**config.mk**
```make
export PLATFORM = sky130hd
export DESIGN_NAME = vdg_row_divide
export DESIGN_NICKNAME = d
export VERILOG_FILES = /design/src/hw/rtl/vdg_row_divide.sv
export SDC_FILE = /design/constraint.sdc
export NUM_CORES = 1
export LEC_CHECK = 0
export ABC_AREA = 1
export BUFFER_PORTS_ARGS = -buffer_cell sky130_fd_sc_hd__buf_4
export CORE_ASPECT_RATIO = 0.6
export CORE_MARGIN = 2
export CORE_UTILIZATION = 30
export DETAILED_ROUTE_END_ITERATION = 8
export GPL_ROUTABILITY_DRIVEN = 0
export PLACE_DENSITY_LB_ADDON = 0.08
export SLEW_MARGIN = 15
export SYNTH_ARGS = -nofsm -noshare
export SYNTH_HDL_FRONTEND = slang
export SYNTH_SLANG_ARGS = --single-unit
```
**constraint.sdc**
```tcl
create_clock -name vclk -period 5.71
set_input_delay 1.142 -clock vclk [all_inputs]
set_output_delay 1.142 -clock vclk [all_outputs]
set_load 0.02 [all_outputs]
```
**src/hw/rtl/vdg_row_divide.sv**
```systemverilog
// Quotient of a display row by the character cell height, by reciprocal multiply.
`default_nettype none

module vdg_row_divide #(
   parameter int FONT_ROWS = 12
) (
   input  wire logic [7:0] row,
   output logic      [7:0] quot
);

   // ceil(2^16 / rows) is exact for any 8-bit row
   localparam int RECIP = (65536 + FONT_ROWS - 1) / FONT_ROWS;

   logic [23:0] prod;

   assign prod = 24'(row) * 24'(RECIP);
   assign quot = prod[23:16];

endmodule

`default_nettype wire

```
Word level (Yosys, flattened, before mapping)
Cells that the tools add are included.
Widths: inputs -> output; s select.
{"block": "word_totals", "reg_bits": 0, "in_bits": 8, "out_inout_bits": 8, "word_cells": 1}
{"block": "op_classes", "mul": 1}
{"cell": "$mul 8x12->20 const B", "n": 1}

Logic depth before layout (Yosys ltp)
{"block": "depth", "ltp_word": 1, "mapped_depth": 17, "mapped_depth_nobuf": 17}

Worst setup path before layout
No wires, ideal clock.
{"block": "synth_timing", "kind": "input -> output", "start": "in row[2]", "end": "out quot[2]", "arrival_time_ps": 4022, "t_required_ps": 4568, "path_slack_ps": 546, "path_stages": 15, "path_buffers": 0, "cell_sequence": "ha_1 inv_1 fa_1 fa_1 xor2_1 ha_1 o21bai_1 ha_1 a21oi_1 o21ai_1 inv_1 nand2_1 a21oi_1 nand3_1 nand2_1"}
{"block": "synth_between", "elab_chain_len": 1}
{"element": "start: declaration", "line_no": "7", "text": "input wire logic [7:0] row,"}
{"element": "$mul 8x12->20", "line_no": "16", "text": "assign prod = 24'(row) * 24'(RECIP);"}
{"element": "end: declaration", "line_no": "8", "text": "output logic [7:0] quot"}
Every way passes these cells.

Worst setup path in the final report
{"block": "layout_timing", "start": "in row[4]", "end": "out quot[1]"}
Same word-level chain as after synthesis.

==> results.py <==
metrics = {
    "outcome": {
        "status": "complete, no violations",
    },
    "route": {
        "remaining_drc_errors": 0,
        "first_iter_violations": 44,
        "num_vias": 1291,
        "via_per_inst": 4.45,
        "ant_nets": 0,
        "totalWireLength_um": 3650,
        "dr.pass1.iters": 4,
        "drt-wirelength-per-cell_um": 12.6,
    },
    "final_layout": {
        "num-clock-buffers": 0,
        "drive_above_1_share_pct": 12.9,
        "antenna_cells": 0,
        "nFillCells": 559,
        "final-seq-area_um2": 0,
        "finalNonFillerCells": 290,
        "finalNetCount": 296,
        "area_growth_pct": 14.7,
        "seq_cell_count": 0,
        "layout_commonest_cell": "nand2_1",
        "fin_area_um2": 1780,
        "layout.cells.most_common_list": "nand2_1, inv_1, ha_1, fa_1, buf_4",
    },
    "pwr": {
        "total_power_uw": 540,
        "p_int_uw": 208,
        "combPwrFrac_pct": 100.0,
        "powerDensity_nw_per_um2": 303,
        "clock_power_share_pct": 0,
        "p_leak_uw": 0.00104,
        "p_switching_uw": 332,
        "netSwitchingFraction_pct": 61.5,
        "ir_worst_vdd_mv": 0.146,
        "pwr-share-seq_pct": 0,
    },
    "placed_design": {
        "dpl-instance-area_um2": 1720,
        "place_inst": 289,
        "place_hpwl_um": 3380,
        "post-place-ws_ns": 0.0254,
        "numPortBuffers": 13,
    },
    "sta": {
        "clock.fmax_ghz": 0.180,
        "finalWorstSetupSlack_ns": 0.157,
        "finalMaxSlewViolations": 0,
        "hold_violations": 0,
        "period_share_pct": 97.3,
        "setup-violations-final": 0,
        "fin_crit_ns": 5.55,
    },
    "critical_path": {
        "crit_required_ns": 4.57,
        "worstPathCellList": "buf_4 -> ha_4 -> inv_2 -> fa_2 -> fa_1 -> xor2_1 -> ha_1 -> o21bai_1 -> ha_2 -> nand4_1 -> a21oi_2 -> nor2_1 -> nor2_1 -> nor2_1 -> nand2_1 -> nand2_1 -> nand2_1 -> buf_4",
        "cp_top_family": "adder cells",
        "crit_path_max_fanout": 4,
        "worst_setup_path_start_kind": "input port",
        "cp_data_arrival_time_ns": 4.41,
        "cp_slowest_cell": "fa_2",
        "critPathBufInv": 3,
        "worstSetupPathType": "in -> out",
        "worst_setup_path_end_kind": "output port",
        "max_stage_delay_ns": 0.58,
    },
    "synth": {
        "synth_area_um2": 1550,
        "postSynthCellCount": 211,
        "ys_types": 22,
        "ys_seq_area_share_pct": 0,
        "synth_area_per_cell_um2": 7.36,
        "ys_warn_count": 0,
    },
    "run": {
        "maxCapViolations": 0,
    },
    "hold_path": {
        "min_to": "quot[4]",
        "hp-start": "row[7]",
        "hold_class": "in -> out",
        "min_path_cells": 5,
    },
    "floorplanning": {
        "ios": 16,
        "rows": 20,
        "initial_core_util_pct": 30.9,
        "die-height_um": 59.7,
        "placeableCoreArea_um2": 5030,
        "dieArea_um2": 5790,
        "dieWidth_um": 96.9,
    },
    "global_routing": {
        "grt_overflow": 0,
        "grt_antenna_before_repair": 0,
        "track_usage_pct": 13.4,
        "grt_max_degree": 7,
        "grt_pass1_vias": 1301,
        "grt_pass1_wl_um": 6320,
    },
    "clock_tree": {
        "hold_buffers": 0,
    },
}
-- cell type report --
type	count	area (um2)	share of cell area (%)
multi-input combinational	162	1410	79.3
inverter	48	180	10.1
tap	66	82.6	4.64
timing repair buffer	14	105	5.90
-- tightest hold or removal path: cells and delay by family --
family                     cells  cell delay [ns]
buffers and inverters          2             0.24
and+or+nand+nor                2             0.15
adders and majority gates      1             0.18
-- metrics by stage --
| step | util (%) | hold slack [ns] | setup TNS (ns) |
|---|---|---|---|
| detailed placement | 34.2 | 2.86 | 0 |
| finish | 35.4 | 2.84 | 0 |
| CTS | 34.2 | 2.86 | 0 |
| floorplan | - | 2.63 | 0 |
| global route | 35.4 | 2.88 | -0.0364 |
| global placement | 34.2 | 2.86 | -0.0342 |
-- routing by layer --
metal	vias to the layer above	track usage (%)	wire, um
met5	-	0	0
met4	0	0	0
met3	0	0	72
met2	13	18.7	1230
met1	578	23.6	2350
li1	700	-	-
-- power by group through the flow --
stage	Clock, uW	Sequential [uW]	Combinational, uW
after detailed placement	0	0	505
after global placement	0	0	519
after CTS	0	0	509
final	0	0	540
after global routing	0	0	623
after floorplan	0	0	362
-- how the worst max path moves through the flow --
stage            from  endpoint  cells after the start
6_report       row[4]   quot[1]                     18
5_1_grt        row[4]   quot[1]                     18
4_1_cts        row[4]   quot[2]                     18
3_5_place_dp   row[4]   quot[2]                     18
3_3_place_gp   row[4]   quot[2]                     18
2_1_floorplan  row[2]   quot[2]                     15
-- timing repair --
item / CTS / global route
endpoints found under the setup margin: 0 / 4
resized for setup: 0 / 13
setup buffers: 0 / 1
-- synth_stat cells, drive strengths merged, types with 3 or more instances --
library cell  number  area (um2)
nand2             49         184
fa                15         300
ha                47         588
buf                3        22.5
o21ai              3        15.0
nor2               5        21.3
o21bai             5        37.5
a21oi             13        65.1
nand3              9        45.0
nor3               4        20.0
inv               48         180
-- kinds of logic (layout without fill, tap and decap cells) --
family,after synthesis,count (layout),share of synthesized area [%]
AND/OR/NAND/NOR,71,71,19.4
AO/OA/AOI/OAI,24,24,8.94
adder cells (fa/ha/maj),62,62,57.2
other,1,3,0.242
XOR/XNOR,2,2,1.13
buffers and inverters,51,62,13.1
Note: power is estimated with default switching activity, not from simulation.
