$ cat src/hw/rtl/vdg_pkg.sv
// Shared types, codes and the color table of the pixel generator.
`default_nettype none

package vdg_pkg;

   localparam int GLYPH_COUNT = 64;
   localparam int LINE_PIXELS = 16;

   // Input item commands
   localparam logic CMD_RENDER     = 1'b0;
   localparam logic CMD_FONT_WRITE = 1'b1;

   // Configuration register indexes
   localparam logic [1:0] CSR_GRAPHICS_ENABLE = 2'd0;
   localparam logic [1:0] CSR_GRAPHICS_MODE   = 2'd1;
   localparam logic [1:0] CSR_COLOUR_SET      = 2'd2;
   localparam logic [1:0] CSR_FONT_PRESENT    = 2'd3;

   // GM2:GM0 codes
   localparam logic [2:0] GM_CG1 = 3'd0;
   localparam logic [2:0] GM_RG6 = 3'd7;

   // Color indexes
   localparam logic [3:0] COLOUR_GREEN   = 4'd0;
   localparam logic [3:0] COLOUR_YELLOW  = 4'd1;
   localparam logic [3:0] COLOUR_BLUE    = 4'd2;
   localparam logic [3:0] COLOUR_RED     = 4'd3;
   localparam logic [3:0] COLOUR_BUFF    = 4'd4;
   localparam logic [3:0] COLOUR_CYAN    = 4'd5;
   localparam logic [3:0] COLOUR_MAGENTA = 4'd6;
   localparam logic [3:0] COLOUR_ORANGE  = 4'd7;
   localparam logic [3:0] COLOUR_BLACK   = 4'd8;

   localparam logic [7:0] BOX_EDGE_BITS = 8'hFE;
   localparam logic [7:0] BOX_SIDE_BITS = 8'h82;

   typedef struct packed {
      logic       command;
      logic [7:0] video_byte;
      logic [7:0] display_row;
      logic [9:0] font_address;
      logic [7:0] font_data;
   } req_type;

   typedef struct packed {
      logic [15:0] pixel;
      logic [3:0]  colour_index;
      logic        last;
   } rsp_type;

   typedef struct packed {
      logic       graphics_enable;
      logic [2:0] graphics_mode;
      logic       colour_set;
      logic       font_present;
   } cfg_type;

   typedef logic [LINE_PIXELS-1:0][3:0] line_type;

   // Decoded pixel run of one video byte; entry 0 is leftmost
   typedef struct packed {
      line_type line;
      logic     long_run;   // 16 pixels, else 8
   } pattern_type;

   function automatic logic [15:0] colour_rgb(input logic [3:0] ci);
      logic [15:0] rgb;
      unique case (ci)
         COLOUR_GREEN:   rgb = 16'h07E0;
         COLOUR_YELLOW:  rgb = 16'hFFE0;
         COLOUR_BLUE:    rgb = 16'h001F;
         COLOUR_RED:     rgb = 16'hF800;
         COLOUR_BUFF:    rgb = 16'hFFFF;
         COLOUR_CYAN:    rgb = 16'h07FF;
         COLOUR_MAGENTA: rgb = 16'hF81F;
         COLOUR_ORANGE:  rgb = 16'hFC00;
         default:        rgb = 16'h0000;
      endcase
      return rgb;
   endfunction

endpackage

`default_nettype wire

$ cat src/hw/rtl/vdg_pattern_gen.sv
// Decodes one video byte into its run of color indexes for the current mode.
`default_nettype none

module vdg_pattern_gen #(
   parameter int FONT_ROWS = 12,
   parameter int ROW_W     = 4
) (
   input  wire vdg_pkg::cfg_type   cfg,
   input  wire logic [7:0]         video_byte,
   input  wire logic [ROW_W-1:0]   cell_row,
   input  wire logic [7:0]         font_data,
   output vdg_pkg::pattern_type    pattern
);

   localparam int BAND_ROWS = FONT_ROWS / 3;

   always_comb begin
      logic [3:0] semi_ci;
      logic [3:0] fg;
      logic [3:0] bg;
      logic [1:0] semi_bits;
      logic [7:0] glyph_bits;
      logic [3:0] set_base;

      pattern.long_run = 1'b0;
      for (int i = 0; i < vdg_pkg::LINE_PIXELS; i++) begin
         pattern.line[i] = vdg_pkg::COLOUR_BLACK;
      end
      set_base = cfg.colour_set ? vdg_pkg::COLOUR_BUFF : vdg_pkg::COLOUR_GREEN;
      semi_ci  = {1'b0, cfg.colour_set, video_byte[7:6]};

      // bottom band saturates
      if (cell_row >= ROW_W'(2 * BAND_ROWS)) begin
         semi_bits = video_byte[1:0];
      end else if (cell_row >= ROW_W'(BAND_ROWS)) begin
         semi_bits = video_byte[3:2];
      end else begin
         semi_bits = video_byte[5:4];
      end

      fg = cfg.colour_set ? vdg_pkg::COLOUR_ORANGE : vdg_pkg::COLOUR_GREEN;
      bg = vdg_pkg::COLOUR_BLACK;
      if (video_byte[7]) begin
         fg = vdg_pkg::COLOUR_BLACK;
         bg = cfg.colour_set ? vdg_pkg::COLOUR_ORANGE : vdg_pkg::COLOUR_GREEN;
      end

      // font columns 6..7 are background when a font is present
      if (cfg.font_present) begin
         glyph_bits = {font_data[5:0], 2'b00};
      end else if (cell_row == '0 || cell_row == ROW_W'(FONT_ROWS - 1)) begin
         glyph_bits = vdg_pkg::BOX_EDGE_BITS;
      end else begin
         glyph_bits = vdg_pkg::BOX_SIDE_BITS;
      end

      if (!cfg.graphics_enable) begin
         if (video_byte[6]) begin
            for (int i = 0; i < 4; i++) begin
               pattern.line[i]     = semi_bits[1] ? semi_ci : vdg_pkg::COLOUR_BLACK;
               pattern.line[i + 4] = semi_bits[0] ? semi_ci : vdg_pkg::COLOUR_BLACK;
            end
         end else begin
            for (int i = 0; i < 8; i++) begin
               pattern.line[i] = glyph_bits[7 - i] ? fg : bg;
            end
         end
      end else if (!cfg.graphics_mode[0]) begin
         // color graphics: four 2-bit pixels
         if (cfg.graphics_mode == vdg_pkg::GM_CG1) begin
            pattern.long_run = 1'b1;
            for (int i = 0; i < 16; i++) begin
               pattern.line[i] = set_base + {2'b00, video_byte[6 - 2 * (i / 4) +: 2]};
            end
         end else begin
            for (int i = 0; i < 8; i++) begin
               pattern.line[i] = set_base + {2'b00, video_byte[6 - 2 * (i / 2) +: 2]};
            end
         end
      end else begin
         // resolution graphics: eight 1-bit pixels
         if (cfg.graphics_mode == vdg_pkg::GM_RG6) begin
            for (int i = 0; i < 8; i++) begin
               pattern.line[i] = video_byte[7 - i] ? set_base : vdg_pkg::COLOUR_BLACK;
            end
         end else begin
            pattern.long_run = 1'b1;
            for (int i = 0; i < 16; i++) begin
               pattern.line[i] = video_byte[7 - i / 2] ? set_base : vdg_pkg::COLOUR_BLACK;
            end
         end
      end
   end

endmodule

`default_nettype wire

$ cat config.mk
export PLATFORM = sky130hd
export DESIGN_NAME = vdg_pattern_gen
export DESIGN_NICKNAME = d
export VERILOG_FILES = /design/src/hw/rtl/vdg_pkg.sv /design/src/hw/rtl/vdg_pattern_gen.sv
export SDC_FILE = /design/constraint.sdc
export NUM_CORES = 1
export LEC_CHECK = 0
export ABC_AREA = 1
export BUFFER_PORTS_ARGS = -buffer_cell sky130_fd_sc_hd__buf_4
export CORE_ASPECT_RATIO = 1.2
export CORE_MARGIN = 10
export CORE_UTILIZATION = 42
export DETAILED_ROUTE_END_ITERATION = 6
export PLACE_DENSITY = 0.87
export SLEW_MARGIN = 20
export SYNTH_ARGS = -nofsm -noshare
export SYNTH_HDL_FRONTEND = slang
export SYNTH_SLANG_ARGS = --single-unit
$ cat constraint.sdc
create_clock -name vclk -period 1.6
set_input_delay 0.32 -clock vclk [all_inputs]
set_output_delay 0.32 -clock vclk [all_outputs]
set_load 0.005 [all_outputs]
Word-level counts from Yosys, hierarchy flattened
Index checks and enable logic that the tools add are counted.
- bits in registers: 0
- latch bits: 0
- memory bits (writable): 0
- ROM bits: 0
- input port bits: 26
- word-level logic and storage cells: 48
- memories: 0
- add/subtract/negate cells: 4
- multipliers: 0
- div/mod/pow operators: 0
- $lt $le $gt $ge: 2
- equal/unequal tests: 2
- shift-type cells: 0
- muxes and demuxes: 37
- bitwise logic cells: 0
- reduce and logical (&&, ||, !) cells: 3
- operators with widths (operator ; count):
    $mux 32 ; 7
    $mux 4 ; 20
    $mux 65 ; 1
    $add 3x2->4 ; 4
    $mux 8 ; 1
    $mux 7 ; 1
    $mux 3 ; 2
    $eq 4x4->1 const B ; 1
    $ge 4x3->1 const B ; 1
    $ge 4x4->1 const B ; 1
    $logic_not 4->1 ; 1
    $mux 2 ; 2
    $eq 3x3->1 const B ; 1
    $logic_not 3->1 ; 1
    $mux 1 ; 3
    $logic_or 1x1->1 ; 1

Depth between registers and ports, before layout
Gate-level depths: netlist (run 1).
- word-level depth: 7
- depth in mapped cells: 10
- gate-level depth less buffers: 10

Worst setup path after synthesis (run 1)
OpenSTA, ideal clock, no wires.
- path type: input port to output port
- start point: in cfg[2] in the netlist's numbering
- end point: out pattern[39] in the netlist's numbering
- arrival: 1165 ps
- data required time: 1280 ps
- setup slack: 115 ps
- stages on the path: 8
- buffers on the path: 1
- cells stage by stage: nor2_1 nand2_2 inv_2 o211ai_2 inv_2 o21ai_2 nor2_1 buf_4
- RTL lines (item ; RTL line ; source):
    from (decl) ; vdg_pattern_gen.sv:8 ; input wire vdg_pkg::cfg_type cfg,
    to (decl) ; vdg_pattern_gen.sv:12 ; output vdg_pkg::pattern_type pattern

==> flow_summary_export.csv, run 1 <==
group,metric,value,unit
run_status,status,"finished, violations left",
run_status,violations,"negative setup slack",
worst_setup_path,worstPathRequired,1.28,ns
sta,max_slew.worst_pin.slew,0.3990,ns
sta,maxSlewViolCount,0,
die,start_util,0.4286,
finish,fill_cells,169,
yosys,ys_types,24,
job,maxCapViolCount,0,
die,placementRows,21,
yosys,yosysTopAreaCell,"nand2_1",
finish,area_growth,92.70,%
grt,track_usage,0.1891,
die,coreArea,0.002759,mm^2
yosys,syn_nets,269,
finish,drive_gt1_frac,0.5816,
die,die_h,78.12,um
routing,dr.pass1.iters,4,
routing,drt-vias-per-instance,5.367,
yosys,syn_area,0.001182,mm^2
worst_setup_path,crit_path_max_fanout,4,
worst_setup_path,setup.worst_path.end_class,"output port",
placement,port_buffers,89,
die,ios,91,
power_and_ir_drop,power_density,317.2,mW/mm^2
worst_setup_path,crit_path_start_kind,"input pin",
die,die_area,0.005346,mm^2
yosys,synthTopCellsByCount,"109 x nand2_1, 24 x nor2_1, 20 x buf_4, 18 x inv_1, 14 x nand3_1",
grt,globalRouteOverflowTotal,0,
sta,whs,0.9695,ns
finish,nClkBuffers,0,
sta,fin_crit,1.725,ns
power_and_ir_drop,p_leak,1.325,nW
die,fp.dieW,68.44,um
finish,fin_nets,365,
yosys,yosysWarnings,0,
placement,hpwl,4278,um
hold_path,hp-class,"input pin to output port",
grt,grt_max_degree,13,
placement,place.gp.congestion,0.9524,
routing,avgRoutedWirePerCell,17.09,um
routing,drtIter0Drc,142,
finish,register_area,0,um^2
sta,rsz0062_at_grt,"yes",
sta,fin_crit_sh,1.078,
sta,setup-violations-final,33,
yosys,post-synth-top-count-cell,"nand2_1",
sta,fmax,579.8,MHz
sta,max_slew_margin,0.7312,
yosys,synth_top_area_frac,0.3460,
finish,n_antenna_cell,0,
yosys,synth_cells,243,
yosys,synth_area_leaders,"nand2_1 35%, buf_4 13%, nor2_1 7.6%, nand3_1 5.9%, inv_1 5.7%",
routing,wl,6340,um
routing,dr_total_vias,1991,
grt,grt_antenna_before_repair,0,
yosys,seq_area_frac_synth,0,
worst_setup_path,criticalPathCategory,"input pin to output port",
grt,grt_pass1_wl,8680,um
grt,grt_pass1_vias,1905,
yosys,avgSynthCellArea,4.866,um^2
routing,drc_errors,0,
power_and_ir_drop,ir_worst_vdd,0.2038,mV
power_and_ir_drop,p_total,0.7227,mW
sta,hold_violations,0,
finish,seq_cell_count,0,
worst_setup_path,cp.arrival,1.40,ns
sta,setup_slack,-0.1246,ns
routing,antenna_left,0,
[cell families after synthesis]
logic type,after synthesis,share of synthesized area
simple gates,156,0.5355
compound gates,38,0.2116
buf+inv,49,0.2529
[metrics by stage]
step,cells,instance area (um^2),util,TNS [ns],setup slack (ns)
after floorplan,243,1182,-,0,0.1149
after global placement,369,1911,0.6925,-1.994,-0.1077
after detailed placement,369,1911,0.6925,-2.746,-0.1311
after CTS,371,2086,0.7560,-0.8793,-0.08579
after global routing,371,2278,0.8259,-4.646,-0.1883
final,371,2278,0.8259,-1.623,-0.1246
[worst paths after layout]
path,from,endpoint,slack (ns),depth (start not counted)
worst min-delay path,cfg[5],pattern[29],0.97,3
worst max-delay path,cell_row[2],pattern[31],-0.12,8
[cell type report]
class | count | area [um^2] | share of cell area
well taps | 34 | 42.54 | 0.01867
multi-input cells | 195 | 1172 | 0.5145
repair buffers | 119 | 970.9 | 0.4261
inverters | 23 | 92.59 | 0.04064
[critical path, stage by stage]
cell and delay [ns]:
buf_12 0.11, buf_6 0.11, o211ai_1 0.16, nand2_1 0.16, nand2_2 0.16, o22ai_4 0.09
nor2_2 0.15, buf_4 0.14
[power by group]
part | switching (mW) | internal (mW) | leakage (nW) | total [mW]
clock network | 0 | 0 | 0 | 0
logic | 0.375 | 0.348 | 1.33 | 0.723
registers | 0 | 0 | 0 | 0
total | 0.375 | 0.348 | 1.33 | 0.723
[per-layer routing]
metal / vias to the layer above / wire length [um] / global-route usage
met5: - / 0 / 0
met4: 0 / 131 / 0.03427
met3: 14 / 631 / 0.05114
met2: 116 / 3388 / 0.3549
met1: 904 / 2189 / 0.1992
li1: 957 / - / -
[layout by cell type (no fill, tap or decap), types with 2 or more instances in the layout]
cell	instances
nand3_2	10
o21ai_4	2
o211ai_1	5
buf_12	2
o21ai_1	8
inv_2	7
buf_8	2
nor2_2	9
buf_4	105
nor2_1	10
inv_1	13
o21ai_2	4
nand2_2	20
o21ai_0	7
nand2_4	2
o22ai_2	2
nor2_4	6
nand3_1	4
nand3_4	3
o21bai_1	3
buf_6	10
or2_4	5
a21oi_1	2
nand2_1	88
[timing repair]
item | 4_1_cts | 5_1_grt
hold buffers | 0 | 0
resized for setup | 46 | 55
pin swaps | 14 | 27
endpoints found under the setup margin | 46 | 48
cloned | 1 | 0
setup buffers | 1 | 0
Note: power is estimated with default switching activity, not from simulation.
==> run 2, diff against run 1 <==
--- a/config.mk
+++ b/config.mk
@@ -6,7 +6,7 @@
 export NUM_CORES = 1
 export LEC_CHECK = 0
 export ABC_AREA = 1
-export BUFFER_PORTS_ARGS = -buffer_cell sky130_fd_sc_hd__buf_4
+export BUFFER_PORTS_ARGS = -buffer_cell sky130_fd_sc_hd__buf_2
 export CORE_ASPECT_RATIO = 1.2
 export CORE_MARGIN = 10
 export CORE_UTILIZATION = 42
==> run 2 against run 1 <==
The run still ends with negative setup slack left; routed wire length decreased by 4.4%; total power decreased by 13%; combinational power decreased by 13%; first-iteration DRC count increased by 57%; largest power group unchanged; highest routed layer unchanged.
==> flow_summary_export.csv, run 2 (synthesis results as in run 1) <==
group,metric,value,unit
sta,fin_crit_sh,1.094,
grt,globalRouteOverflowTotal,0,
worst_setup_path,worst-path-buf-inv,2,
grt,track_usage,0.1778,
sta,fin_crit,1.750,ns
worst_setup_path,crit_path_start_kind,"input pin",
power_and_ir_drop,p_total,0.6286,mW
sta,max_slew.worst_pin.slew,0.3789,ns
grt,grt_max_degree,13,
run_status,status,"finished, violations left",
sta,setup-violations-final,30,
power_and_ir_drop,ir_worst_vdd,0.1528,mV
sta,rsz0062_at_grt,"yes",
worst_setup_path,crit_start,"cell_row[3]",
finish,final_util,0.7274,
finish,final_cell_mix,"89 x nand2_1, 83 x buf_2, 26 x buf_4",
hold_path,hp-start,"video_byte[0]",
routing,dr_total_vias,2004,
routing,drtIter0Drc,223,
sta,setup_tns,-1.581,ns
routing,wl,6062,um
grt,grt_antenna_before_repair,0,
die,die_h,78.12,um
job,maxCapViolCount,0,
placement,port_buffers,89,
die,ios,91,
finish,area_growth,69.74,%
power_and_ir_drop,p_leak,1.275,nW
hold_path,hp-class,"input pin to output port",
worst_setup_path,cp.arrival,1.43,ns
grt,grt_pass1_wl,8107,um
die,start_util,0.4286,
finish,seq_cell_count,0,
worst_setup_path,criticalPathCategory,"input pin to output port",
finish,fin_nets,364,
routing,drc_errors,0,
routing,dr.pass1.iters,4,
routing,avgRoutedWirePerCell,16.38,um
worst_setup_path,cpMostUsedCell,"nand2_2",
sta,setup_slack,-0.1503,ns
die,fp.dieW,68.44,um
finish,finalNonFillerCells,370,
cts,cts_hold_buf,0,
die,coreArea,0.002759,mm^2
die,placementRows,21,
worst_setup_path,worstPathRequired,1.28,ns
finish,register_area,0,um^2
sta,fmax,571.3,MHz
grt,grt_pass1_vias,1857,
worst_setup_path,cp_top_family,"simple AND/OR/NAND/NOR gates",
routing,antenna_left,0,
finish,n_antenna_cell,0,
worst_setup_path,crit_path_max_fanout,5,
placement,place_inst,365,
finish,final_common_cell,"nand2_1",
die,die_area,0.005346,mm^2
finish,drive_gt1_frac,0.5625,
worst_setup_path,setup.worst_path.end_class,"output port",
sta,hold_violations,0,
sta,maxSlewViolCount,0,
placement,hpwl,4040,um
finish,nClkBuffers,0,
power_and_ir_drop,power_density,313.2,mW/mm^2
worst_setup_path,path_cells,"buf_8 -> nor2_4 -> nand2_2 -> nand3_4 -> nand2_2 -> nand2_2 -> nand2_1 -> nor2_1 -> o21bai_1 -> buf_2",
placement,place.gp.congestion,0.8947,
run_status,violations,"negative setup slack",
worst_setup_path,slowest_stage,"nand3_4",
worst_setup_path,cpPeakStageDelay,0.15,ns
sta,max_slew_margin,0.7447,
routing,drt-vias-per-instance,5.416,
## run 2: cell count changes in the layout (fill, tap and decap cells not counted), sizes merged
cell / before / now
inv: 21 / 22
clkinvlp: 1 / 0
buf: 119 / 118
## run 2: power by group
group	switching [mW]	internal [mW]
combinational	0.360	0.268
clock	0	0
sequential	0	0
total	0.360	0.268
## run 2: metrics by stage
step	hold WS, ns	area, um^2	worst slack [ns]
floorplan	0.6882	1182	0.1149
detailed placement	0.9435	1645	-0.1202
global placement	0.9411	1645	-0.07950
finish	0.9719	2007	-0.1503
global route	0.9777	2007	-0.1893
CTS	0.9448	1847	-0.01245
## run 2: layout make-up
class	count	area, um^2
Fill cell	216	752.0
Tap cell	34	42.54
Multi-Input combinational cell	195	1142
Inverter	23	98.84
Timing Repair Buffer	118	723.2
## run 2: timing repair
action	CTS	global route
resized for setup	48	43
buffers inserted	2	2
pin swaps	17	18
gates cloned	1	0
setup endpoints to repair	39	46
## run 2: path summary, 6_finish.rpt
check | to | slack, ns | cells past startpoint
worst max-delay path | pattern[16] | -0.15 | 10
worst min-delay path | pattern[60] | 0.97 | 3
## run 2: worst min-delay path: stages
cell	delay, ns
buf_2	0.12
o21ai_2	0.08
buf_2	0.13
## run 2: per-layer routing
| layer | vias to the layer above | wire (um) | share of wire | GRT usage |
|---|---|---|---|---|
| met5 | - | 0 | 0 | 0 |
| met4 | 0 | 277 | 0.046 | 0.08871 |
| met3 | 24 | 805 | 0.13 | 0.05966 |
| met2 | 140 | 2889 | 0.48 | 0.3013 |
| met1 | 898 | 2089 | 0.34 | 0.1863 |
| li1 | 942 | - | - | - |
