$ cat src/hw/rtl/vdg_pkg.sv
// Shared types, codes and the color table of the pixel generator.
`default_nettype none

package vdg_pkg;

   localparam int GLYPH_COUNT = 64;
   localparam int LINE_PIXELS = 16;

   // Input item commands
   localparam logic CMD_RENDER     = 1'b0;
   localparam logic CMD_FONT_WRITE = 1'b1;

   // Configuration register indexes
   localparam logic [1:0] CSR_GRAPHICS_ENABLE = 2'd0;
   localparam logic [1:0] CSR_GRAPHICS_MODE   = 2'd1;
   localparam logic [1:0] CSR_COLOUR_SET      = 2'd2;
   localparam logic [1:0] CSR_FONT_PRESENT    = 2'd3;

   // GM2:GM0 codes
   localparam logic [2:0] GM_CG1 = 3'd0;
   localparam logic [2:0] GM_RG6 = 3'd7;

   // Color indexes
   localparam logic [3:0] COLOUR_GREEN   = 4'd0;
   localparam logic [3:0] COLOUR_YELLOW  = 4'd1;
   localparam logic [3:0] COLOUR_BLUE    = 4'd2;
   localparam logic [3:0] COLOUR_RED     = 4'd3;
   localparam logic [3:0] COLOUR_BUFF    = 4'd4;
   localparam logic [3:0] COLOUR_CYAN    = 4'd5;
   localparam logic [3:0] COLOUR_MAGENTA = 4'd6;
   localparam logic [3:0] COLOUR_ORANGE  = 4'd7;
   localparam logic [3:0] COLOUR_BLACK   = 4'd8;

   localparam logic [7:0] BOX_EDGE_BITS = 8'hFE;
   localparam logic [7:0] BOX_SIDE_BITS = 8'h82;

   typedef struct packed {
      logic       command;
      logic [7:0] video_byte;
      logic [7:0] display_row;
      logic [9:0] font_address;
      logic [7:0] font_data;
   } req_type;

   typedef struct packed {
      logic [15:0] pixel;
      logic [3:0]  colour_index;
      logic        last;
   } rsp_type;

   typedef struct packed {
      logic       graphics_enable;
      logic [2:0] graphics_mode;
      logic       colour_set;
      logic       font_present;
   } cfg_type;

   typedef logic [LINE_PIXELS-1:0][3:0] line_type;

   // Decoded pixel run of one video byte; entry 0 is leftmost
   typedef struct packed {
      line_type line;
      logic     long_run;   // 16 pixels, else 8
   } pattern_type;

   function automatic logic [15:0] colour_rgb(input logic [3:0] ci);
      logic [15:0] rgb;
      unique case (ci)
         COLOUR_GREEN:   rgb = 16'h07E0;
         COLOUR_YELLOW:  rgb = 16'hFFE0;
         COLOUR_BLUE:    rgb = 16'h001F;
         COLOUR_RED:     rgb = 16'hF800;
         COLOUR_BUFF:    rgb = 16'hFFFF;
         COLOUR_CYAN:    rgb = 16'h07FF;
         COLOUR_MAGENTA: rgb = 16'hF81F;
         COLOUR_ORANGE:  rgb = 16'hFC00;
         default:        rgb = 16'h0000;
      endcase
      return rgb;
   endfunction

endpackage

`default_nettype wire

$ cat src/hw/rtl/vdg_serializer.sv
// Holds a decoded pixel run; sends one pixel per cycle unless stalled, via an output register.
`default_nettype none

module vdg_serializer (
   input  wire logic                 clock,
   input  wire logic                 reset,
   input  wire logic                 load,
   input  wire vdg_pkg::pattern_type pattern,
   output logic                      can_load,
   output logic                      rsp_valid,
   input  wire logic                 rsp_ready,
   output vdg_pkg::rsp_type          rsp_data
);

   logic               busy_ff, busy_in;
   logic [3:0]         pos_ff, pos_in;
   vdg_pkg::line_type  line_ff;
   logic               long_ff;
   logic               out_valid_ff, out_valid_in;
   vdg_pkg::rsp_type   out_ff;

   logic               emit;
   logic               last_px;
   logic [3:0]         cur_ci;

   assign last_px  = (pos_ff == (long_ff ? 4'd15 : 4'd7));
   assign emit     = busy_ff && (!out_valid_ff || rsp_ready);
   assign can_load = !busy_ff || (emit && last_px);
   assign cur_ci   = line_ff[pos_ff];

   always_comb begin
      busy_in = busy_ff;
      pos_in  = pos_ff;
      if (load) begin
         busy_in = 1'b1;
         pos_in  = '0;
      end else if (emit) begin
         busy_in = !last_px;
         pos_in  = pos_ff + 4'd1;
      end
      out_valid_in = emit || (out_valid_ff && !rsp_ready);
   end

   always_ff @(posedge clock) begin
      if (reset) begin
         busy_ff      <= 1'b0;
         out_valid_ff <= 1'b0;
         pos_ff       <= '0;
      end else begin
         busy_ff      <= busy_in;
         out_valid_ff <= out_valid_in;
         pos_ff       <= pos_in;
      end
   end

   always_ff @(posedge clock) begin
      if (load) begin
         line_ff <= pattern.line;
         long_ff <= pattern.long_run;
      end
      if (emit) begin
         out_ff.pixel        <= vdg_pkg::colour_rgb(cur_ci);
         out_ff.colour_index <= cur_ci;
         out_ff.last         <= last_px;
      end
   end

   assign rsp_valid = out_valid_ff;
   assign rsp_data  = out_ff;

endmodule

`default_nettype wire

$ cat config.mk
export PLATFORM = sky130hd
export DESIGN_NAME = vdg_serializer
export DESIGN_NICKNAME = d
export VERILOG_FILES = /design/src/hw/rtl/vdg_pkg.sv /design/src/hw/rtl/vdg_serializer.sv
export SDC_FILE = /design/constraint.sdc
export NUM_CORES = 1
export LEC_CHECK = 0
export BUFFER_PORTS_ARGS = -buffer_cell sky130_fd_sc_hd__buf_2
export CORE_AREA = 2 2 70 105
export CTS_BUF_LIST = sky130_fd_sc_hd__clkbuf_4 sky130_fd_sc_hd__clkbuf_8
export CTS_CLUSTER_DIAMETER = 100
export DETAILED_ROUTE_END_ITERATION = 16
export DIE_AREA = 0 0 72 107
export GPL_ROUTABILITY_DRIVEN = 0
export PLACE_DENSITY = 0.87
export SETUP_SLACK_MARGIN = 0.4
export SYNTH_ARGS = -nofsm -noshare
export SYNTH_HDL_FRONTEND = slang
export SYNTH_SLANG_ARGS = --single-unit
$ cat constraint.sdc
create_clock -name clock -period 1.9 [get_ports clock]
set_input_delay 0.38 -clock clock [delete_from_list [all_inputs] [get_ports clock]]
set_output_delay 0.38 -clock clock [all_outputs]
set_load 0.02 [all_outputs]
======== Word level (Yosys, flattened, before mapping) ========
Memory sizes are Yosys's and may differ from the RTL's. A register that Yosys moved wholly into a read port is not among the register bits.
Cells that the tools add are included.
word-level totals
  register bits ........................... 76
  ROM bits ................................ 128
  bits of input ports ..................... 69
  output and inout bits ................... 23
  logic and storage cells ................. 43
  memories ................................ 1
operators by class
  add/sub/neg operators ................... 1
  order comparisons ....................... 1
  eq/ne operators ......................... 1
  multiplexer cells ....................... 5
  reductions and logical operators ........ 12
memories
  memory           depth  bits a word  rd ports  clocked after Yosys merged registers in  write ports  RTL line       text
  (no name shown)  8      16           1         1                                        0            vdg_pkg.sv:68  unique case (ci)
operators with widths
  operator                                                    number
  binary-select mux 4 bit (select 4 bit)                      1
  two-way mux 4 bit                                           2
  less-than comparator 4 x 5 -> 1 bit, second input constant  1
  adder 4 x 1 -> 4 bit, second input constant                 1
  == test 4 bit                                               1
  logical NOT 1 bit                                           4
  logical AND 1 bit                                           3
  logical OR 1 bit                                            3
  two-way mux 1 bit                                           2
  nonzero test 2 bit                                          1
  OR reduction 2 bit                                          1

======== Depth between registers and ports, before layout ========
Gate-level depths: netlist of the first run.
  depth in word-level cells ............... 5
  mapped depth ............................ 7
  gate-level depth less buffers ........... 5

======== Worst setup path before layout of the first run ========
Ideal clock, no wire load.
  path type ............................... reg-to-reg
  start point ............................. reg pos_ff[1]
  end point ............................... reg rsp_data[9] (netlist name)
  setup time .............................. 0.158 ns
  arrival time ............................ 1.812 ns
  required time ........................... 1.742 ns
  path slack .............................. -0.070 ns
  cell stages (with the launch flop) ...... 6
  path buffers ............................ 2
  clock period less this slack ............ 1.970 ns
  path through ............................ dfxtp_1 clkbuf_1 buf_2 mux4_2 mux4_2 a211oi_2
between the ends
  cells in the longest elaborated chain, start to end .. 2
ends and longest elaborated chain
  element                                  RTL line              text
  start, declared                          vdg_serializer.sv:16  logic [3:0] pos_ff, pos_in;
  start signal, assigned                   vdg_serializer.sv:52  pos_ff <= pos_in;
  binary-select mux 4 bit (select 4 bit)   vdg_serializer.sv:29  assign cur_ci = line_ff[pos_ff];
  two-way mux 4 bit (implied by the code)  vdg_serializer.sv:29
  named net cur_ci[3]                      vdg_serializer.sv:24  logic [3:0] cur_ci;
The timed path passes the listed nets, and every way through them passes these cells. The select of a mux whose other input is x is not followed.
A chain may end at the register's enable or synchronous reset.

======== Final worst setup path of the first run ========
  start point ............................. reg pos_ff[0]
  end point ............................... reg rsp_data[19] (netlist name)
between the ends
  cells in the longest elaborated chain, start to end .. 2
ends and longest elaborated chain
  element                                  RTL line
  binary-select mux 4 bit (select 4 bit)   vdg_serializer.sv:29
  two-way mux 4 bit (implied by the code)  vdg_serializer.sv:29
  named net cur_ci[3]                      vdg_serializer.sv:24
The timed path passes the listed nets, and every way through them passes these cells. The select of a mux whose other input is x is not followed.

==> results of run 1 <==
## timing repair
action,CTS,global route
pin swaps,7,1
buffers inserted,10,0
resized for setup,30,4
gates cloned,1,0
hold endpoints to repair,0,0
endpoints found under the setup margin,9,11
## kinds of logic (layout without fill, tap and decap cells)
logic type	count (synthesis)	in the layout	synth area share
buffers and inverters	21	127	0.0467
AO/OA/AOI/OAI	7	7	0.0157
AND/OR/NAND/NOR	29	29	0.0475
multiplexers	18	18	0.141
flip-flops	80	80	0.734
adder cells (fa/ha/maj)	1	1	0.00392
XOR/XNOR	4	4	0.0110
## cell usage in the layout, fill, tap and decap left out, types with 2 or more instances in the layout
master	netlist	routed
nand2_1	5	3
xnor2_1	2	2
buf_4	12	11
dfxtp_2	0	2
mux4_2	2	16
nand2_2	0	2
buf_12	1	4
buf_2	1	90
clkinv_2	0	3
a21oi_1	2	2
inv_1	2	2
clkbuf_8	0	9
nor2_1	6	6
edfxtp_1	74	74
nor3_1	5	4
xor2_1	2	2
dfxtp_1	6	3
nand3_2	2	7
buf_6	1	4
a22oi_2	0	3
nor2b_1	4	3
## critical path: cells and delay by family (launching register included)
kind | cells | cell delay, ps
muxes | 2 | 1050
DFF | 1 | 370
buffers and inverters | 1 | 130
and+or+nand+nor | 1 | 200
## synthesized netlist by cell type, types with 2 or more instances
master / number
a21oi_1: 2
a22oi_1: 3
buf_4: 12
clkbuf_1: 3
dfxtp_1: 6
edfxtp_1: 74
inv_1: 2
mux4_1: 15
mux4_2: 2
nand2_1: 5
nand3_1: 5
nand3_2: 2
nor2_1: 6
nor2b_1: 4
nor3_1: 5
xnor2_1: 2
xor2_1: 2
## layer usage
| metal | routed length [um] | track usage |
|---|---|---|
| met1 | 1950 | 0.164 |
| met2 | 3350 | 0.296 |
| met3 | 348 | 0.0479 |
| met4 | 182 | 0.0957 |
| met5 | 0 | 0 |
## registers in the layout, summed over array words and instances (netlist names)
name and cells:
rsp_data 9, line_ff 64, long_ff 1, rsp_valid 1, busy_ff 1, pos_ff 4
## worst paths after layout
kind,startpoint,end
hold reg to reg,busy_ff,rsp_valid
hold / removal,pattern[12],line_ff[11]
setup reg to reg,pos_ff[0],rsp_data[19]
setup / recovery,pos_ff[0],rsp_data[19]
## per-stage QoR
step                      utilization  TNS [ps]  instance area [um2]  hold slack (ps)
final                           0.593     -6.06                 4030              208
after global routing            0.593      -166                 4030              181
after CTS                       0.593     -14.7                 4040              182
after detailed placement        0.546      -128                 3720              486
after global placement          0.546     -9.24                 3720              474
after floorplan                     -     -3.38                 3210              449
## layout make-up
type	count	area (um2)
Timing Repair Buffer	110	686
Tap cell	78	97.6
Clock inverter	5	48.8
Fill cell	493	2770
Sequential cell	80	2350
Inverter	2	7.51
Clock buffer	10	131
Multi-Input combinational cell	59	714
## where the power goes
part / switching (mW) / internal [mW]
clock network: 0.531 / 0.602
logic: 0.186 / 0.195
registers: 0.0460 / 2.07
==> key figures, run 1 <==
Status
  – Outcome: complete, but fails checks
  – Violated checks: setup timing

Synth
  – Syn avg cell area: 19.9 um2
  – Post-Syn Area: 3190 um2
  – Fraction of registers with async set or reset after synthesis: 0
  – Seq/Total Area, Yosys: 0.734
  – Post-Syn Instances: 160
  – Post-synth top area cell: edfxtp_1
  – Cell variety after synth: 27
  – FF+latch count, synth: 80
  – Mapped Nets: 230
  – Synth warn: 0
  – Leading post-synthesis cells by cell area: edfxtp_1 (70%), mux4_1 (12%), dfxtp_1 (3.8%), buf_4 (2.8%), mux4_2 (1.4%)
  – Area fraction of the dominant cell type after synthesis: 0.697
  – Post-synth EDFFs: 74
  – Main synth FF type: edfxtp_1

Timing
  – Worst-Margin Slew: 396 ps
  – Fmax: 0.525 GHz
  – Final Hold Violating Endpoints: 0
  – RSZ-0062 raised after global routing: true
  – Final Cycle Share: 1.00
  – Rel. slew slack: 0.736
  – Post-route minimum period: 1910 ps
  – Slew Viols, Final: 0
  – Endpoints failing setup: 1
  – Clock Skew: 5.63 ps
  – Final WS setup: -6.06 ps

Routing
  – Initial DRC Count: 127
  – Post-DR vias/cell: 5.20
  – Remaining DRCs: 0
  – Via count: 1790
  – Drt pass-1 iters: 4
  – WL/cell: 17.0 um
  – Routed WL: 5.84 mm
  – ANT nets after route: 0

GRT
  – Largest net degree at the start of global routing: 40
  – Initial antenna violation count: 0
  – Grt total ovfl: 0
  – First-pass GRT wire length: 8.94 mm
  – Total track usage: 0.165
  – Vias in the first global route: 1833

CTS
  – Longest Clk Path Bufs: 2
  – Clock tree from TritonCTS: built
  – Hold_buf cts: 0
  – Reg clk slew, reported paths: 70 ps
  – Root buf cell: clkbuf_8
  – CTS H-tree lvls: 3
  – Later-pin clock latency in the skew report: 340 ps
  – CTS buffer count: 9
  – Clock Sinks: 80

Floorplanning
  – Die width: 72 um
  – Starting Density: 0.469
  – # rows: 37
  – Core Box Area: 6810 um2
  – I/O pins: 92
  – Chip Height: 107 um
  – Die area: 7700 um2

Worst setup path
  – CP Data Required Time: 2090 ps
  – Crit Path Category: reg -> reg
  – Slowest stage delay, CP: 550 ps
  – Max Fanout on Critical Path: 5
  – Worst Setup Start Kind: flop
  – Flop2flop setup slack: -6 ps
  – Critical Path AT: 2100 ps
  – Critical Path Most Common Cell: mux4_2
  – Slowest-stage cell, CP: mux4_2
  – Cells along the critical path: buf_6, mux4_2, mux4_2, nor3_2
  – R2R depth: 4
  – Worst Setup End Kind: flop

Power
  – Pleak: 1.56 nW
  – Power Density: 901 nW/um2
  – Tot Pwr: 3.63 mW
  – Worst VDD drop: 0.583 mV

Run
  – Maxcap violations: 0

Place
  – HPWL after detailed placement: 4.02 mm
  – PortBufs: 91
  – Pre-CTS setup slack: -94.4 ps
  – Placed insts: 318

Cells and area
  – P&R area growth vs syn: 26.5%
  – Cell Count, Final, Fillers Out: 344
  – # nets final: 332
  – Share of layout cells above drive strength 1: 0.602
  – Final antenna diode count: 0

Hold path
  – HP Class: in -> reg
  – Depth of the worst hold-timing path: 1
(Power assumes the default switching activity.)
==> run 2: changes to the inputs <==
--- a/config.mk
+++ b/config.mk
@@ -6,13 +6,13 @@
 export NUM_CORES = 1
 export LEC_CHECK = 0
 export BUFFER_PORTS_ARGS = -buffer_cell sky130_fd_sc_hd__buf_2
-export CORE_AREA = 2 2 70 105
+export CORE_AREA = 2 2 69 103
 export CTS_BUF_LIST = sky130_fd_sc_hd__clkbuf_4 sky130_fd_sc_hd__clkbuf_8
 export CTS_CLUSTER_DIAMETER = 100
 export DETAILED_ROUTE_END_ITERATION = 16
-export DIE_AREA = 0 0 72 107
+export DIE_AREA = 0 0 71 105
 export GPL_ROUTABILITY_DRIVEN = 0
-export PLACE_DENSITY = 0.87
+export PLACE_DENSITY = 0.86
 export SETUP_SLACK_MARGIN = 0.4
 export SYNTH_ARGS = -nofsm -noshare
 export SYNTH_HDL_FRONTEND = slang
==> constraint.sdc (replaced) <==
create_clock -name clock -period 2.2 [get_ports clock]
set_input_delay 0.44 -clock clock [delete_from_list [all_inputs] [get_ports clock]]
set_output_delay 0.44 -clock clock [all_outputs]
set_load 0.02 [all_outputs]
==> run 2 against run 1 <==
Against the previous run: the run now ends clean; clock power about the same; final area increased by 1.5%; critical path depth rose by 3; non-clock buffer count up 2; global-route usage grew 0.82 points; largest cell class unchanged; highest routed layer unchanged.
==> key figures, run 2 (synthesized netlist as in run 1, its figures left out) <==
Power
  – Worst VDD drop: 0.489 mV
  – Power Density: 804 nW/um2
  – Pleak: 1.60 nW

Cells and area
  – Cell Count, Final, Fillers Out: 344
  – Area of the multi-input gates: 731 um2
  – Share of layout cells above drive strength 1: 0.571
  – Highest-count cells in the layout ignoring fill and taps: buf_2 (90), edfxtp_1 (74), buf_4 (14)
  – Final antenna diode count: 0
  – # nets final: 334
  – Most common cell after layout, fill and taps aside: buf_2
  – Max FFs per register: 64
  – P&R area growth vs syn: 28.4%
  – Reg area: 2350 um2
  – Total of fill cells in the finished design: 453
  – Top reg by flops: line_ff

CTS
  – Root buf cell: clkbuf_8
  – Reg clk slew, reported paths: 80 ps
  – CTS H-tree lvls: 3
  – Longest Clk Path Bufs: 2
  – CTS buffer count: 9
  – Hold_buf cts: 0
  – Clock tree from TritonCTS: built
  – Later-pin clock latency in the skew report: 340 ps
  – Clock Sinks: 80

GRT
  – Total track usage: 0.173
  – Vias in the first global route: 1916
  – Grt total ovfl: 0
  – Largest net degree at the start of global routing: 71
  – Initial antenna violation count: 0
  – First-pass GRT wire length: 9.27 mm

Status
  – Outcome: finished, final reports clean

Floorplanning
  – # rows: 36
  – Die area: 7460 um2
  – Chip Height: 105 um
  – Starting Density: 0.488
  – Core Box Area: 6530 um2
  – Die width: 71 um
  – I/O pins: 92

Timing
  – Clock Skew: 7.73 ps
  – Post-route minimum period: 1980 ps
  – Final WS setup: 217 ps
  – Fmax: 0.504 GHz
  – Slew Viols, Final: 0
  – Rel. slew slack: 0.691
  – Worst-Margin Slew: 462 ps
  – Endpoints failing setup: 0
  – RSZ-0062 raised after global routing: true
  – Setup TNS: 0 ps
  – Final Hold Violating Endpoints: 0
  – Final Cycle Share: 0.901

Worst setup path
  – Worst Setup Start Kind: flop
  – Slowest-stage cell, CP: mux4_2
  – Slowest stage delay, CP: 510 ps
  – Cells along the critical path: buf_12, buf_16, mux4_2, a22oi_2, nand3_2, nor2_1, a211oi_2
  – Worst Setup End Kind: flop
  – Crit-path leading delay family: multiplexers
  – CP Data Required Time: 2290 ps
  – R2R depth: 7
  – Critical Path AT: 2080 ps
  – Buffers & Inverters on Critical Path: 2
  – WP depth: 7
  – Crit Path Category: reg -> reg
  – Max Fanout on Critical Path: 8

Place
  – Placed insts: 312
  – PortBufs: 91
  – HPWL after detailed placement: 3.96 mm
  – Pre-CTS setup slack: 121 ps

Routing
  – Remaining DRCs: 0
  – Initial DRC Count: 121
  – Via count: 1786
  – WL/cell: 17.6 um
  – ANT nets after route: 0
  – Post-DR vias/cell: 5.19
  – Routed WL: 6.06 mm
  – Drt pass-1 iters: 4

Run
  – Maxcap violations: 0

Hold path
  – HP Class: in -> reg
  – Depth of the worst hold-timing path: 1
## run 2: worst paths after layout
path / startpoint / to / slack (ps)
hold reg to reg: busy_ff / busy_ff / 530
setup reg to reg: pos_ff[0] / rsp_data[9] / 220
setup / recovery: pos_ff[0] / rsp_data[9] / 220
hold / removal: pattern[58] / line_ff[57] / 270
## run 2: report_power, final
part	switching (mW)	internal [mW]
clock network	0.469	0.671
registers	0.0405	1.79
logic	0.159	0.164
## run 2: layout make-up
type / count / share of cell area
Sequential cell: 80 / 0.574
Multi-Input combinational cell: 59 / 0.178
Timing Repair Buffer: 112 / 0.170
Clock buffer: 12 / 0.0357
Tap cell: 76 / 0.0232
Clock inverter: 3 / 0.0165
Inverter: 2 / 0.00183
## run 2: stage by stage
stage | utilization | power (mW) | area (um2) | hold WS, ps
final | 0.627 | 3.29 | 4100 | 270
after global routing | 0.627 | 3.42 | 4100 | 246
after CTS | 0.625 | 3.31 | 4080 | 256
after detailed placement | 0.560 | 2.15 | 3650 | 486
after global placement | 0.560 | 2.13 | 3650 | 463
after floorplan | - | 2.01 | 3190 | 451
## run 2: worst register-to-register path, stage by stage, from the launching register on
cell and delay [ps]:
dfxtp_4 380, buf_12 120, buf_16 130, mux4_2 510
a22oi_2 170, nand3_2 160, nor2_1 200, a211oi_2 70
## run 2: per-layer routing
metal | vias to the layer above | routed length, um | global-route usage
met5 | - | 0 | 0
met2 | 74 | 3540 | 0.316
li1 | 838 | - | -
met4 | 0 | 168 | 0.0916
met1 | 862 | 2080 | 0.170
met3 | 12 | 269 | 0.0501
## run 2: what timing repair did
action                     4_1_cts  5_1_grt
gates cloned                     1        0
pin swaps                        8        5
resized for setup               26        5
buffers inserted                14        2
setup endpoints to repair        7        9
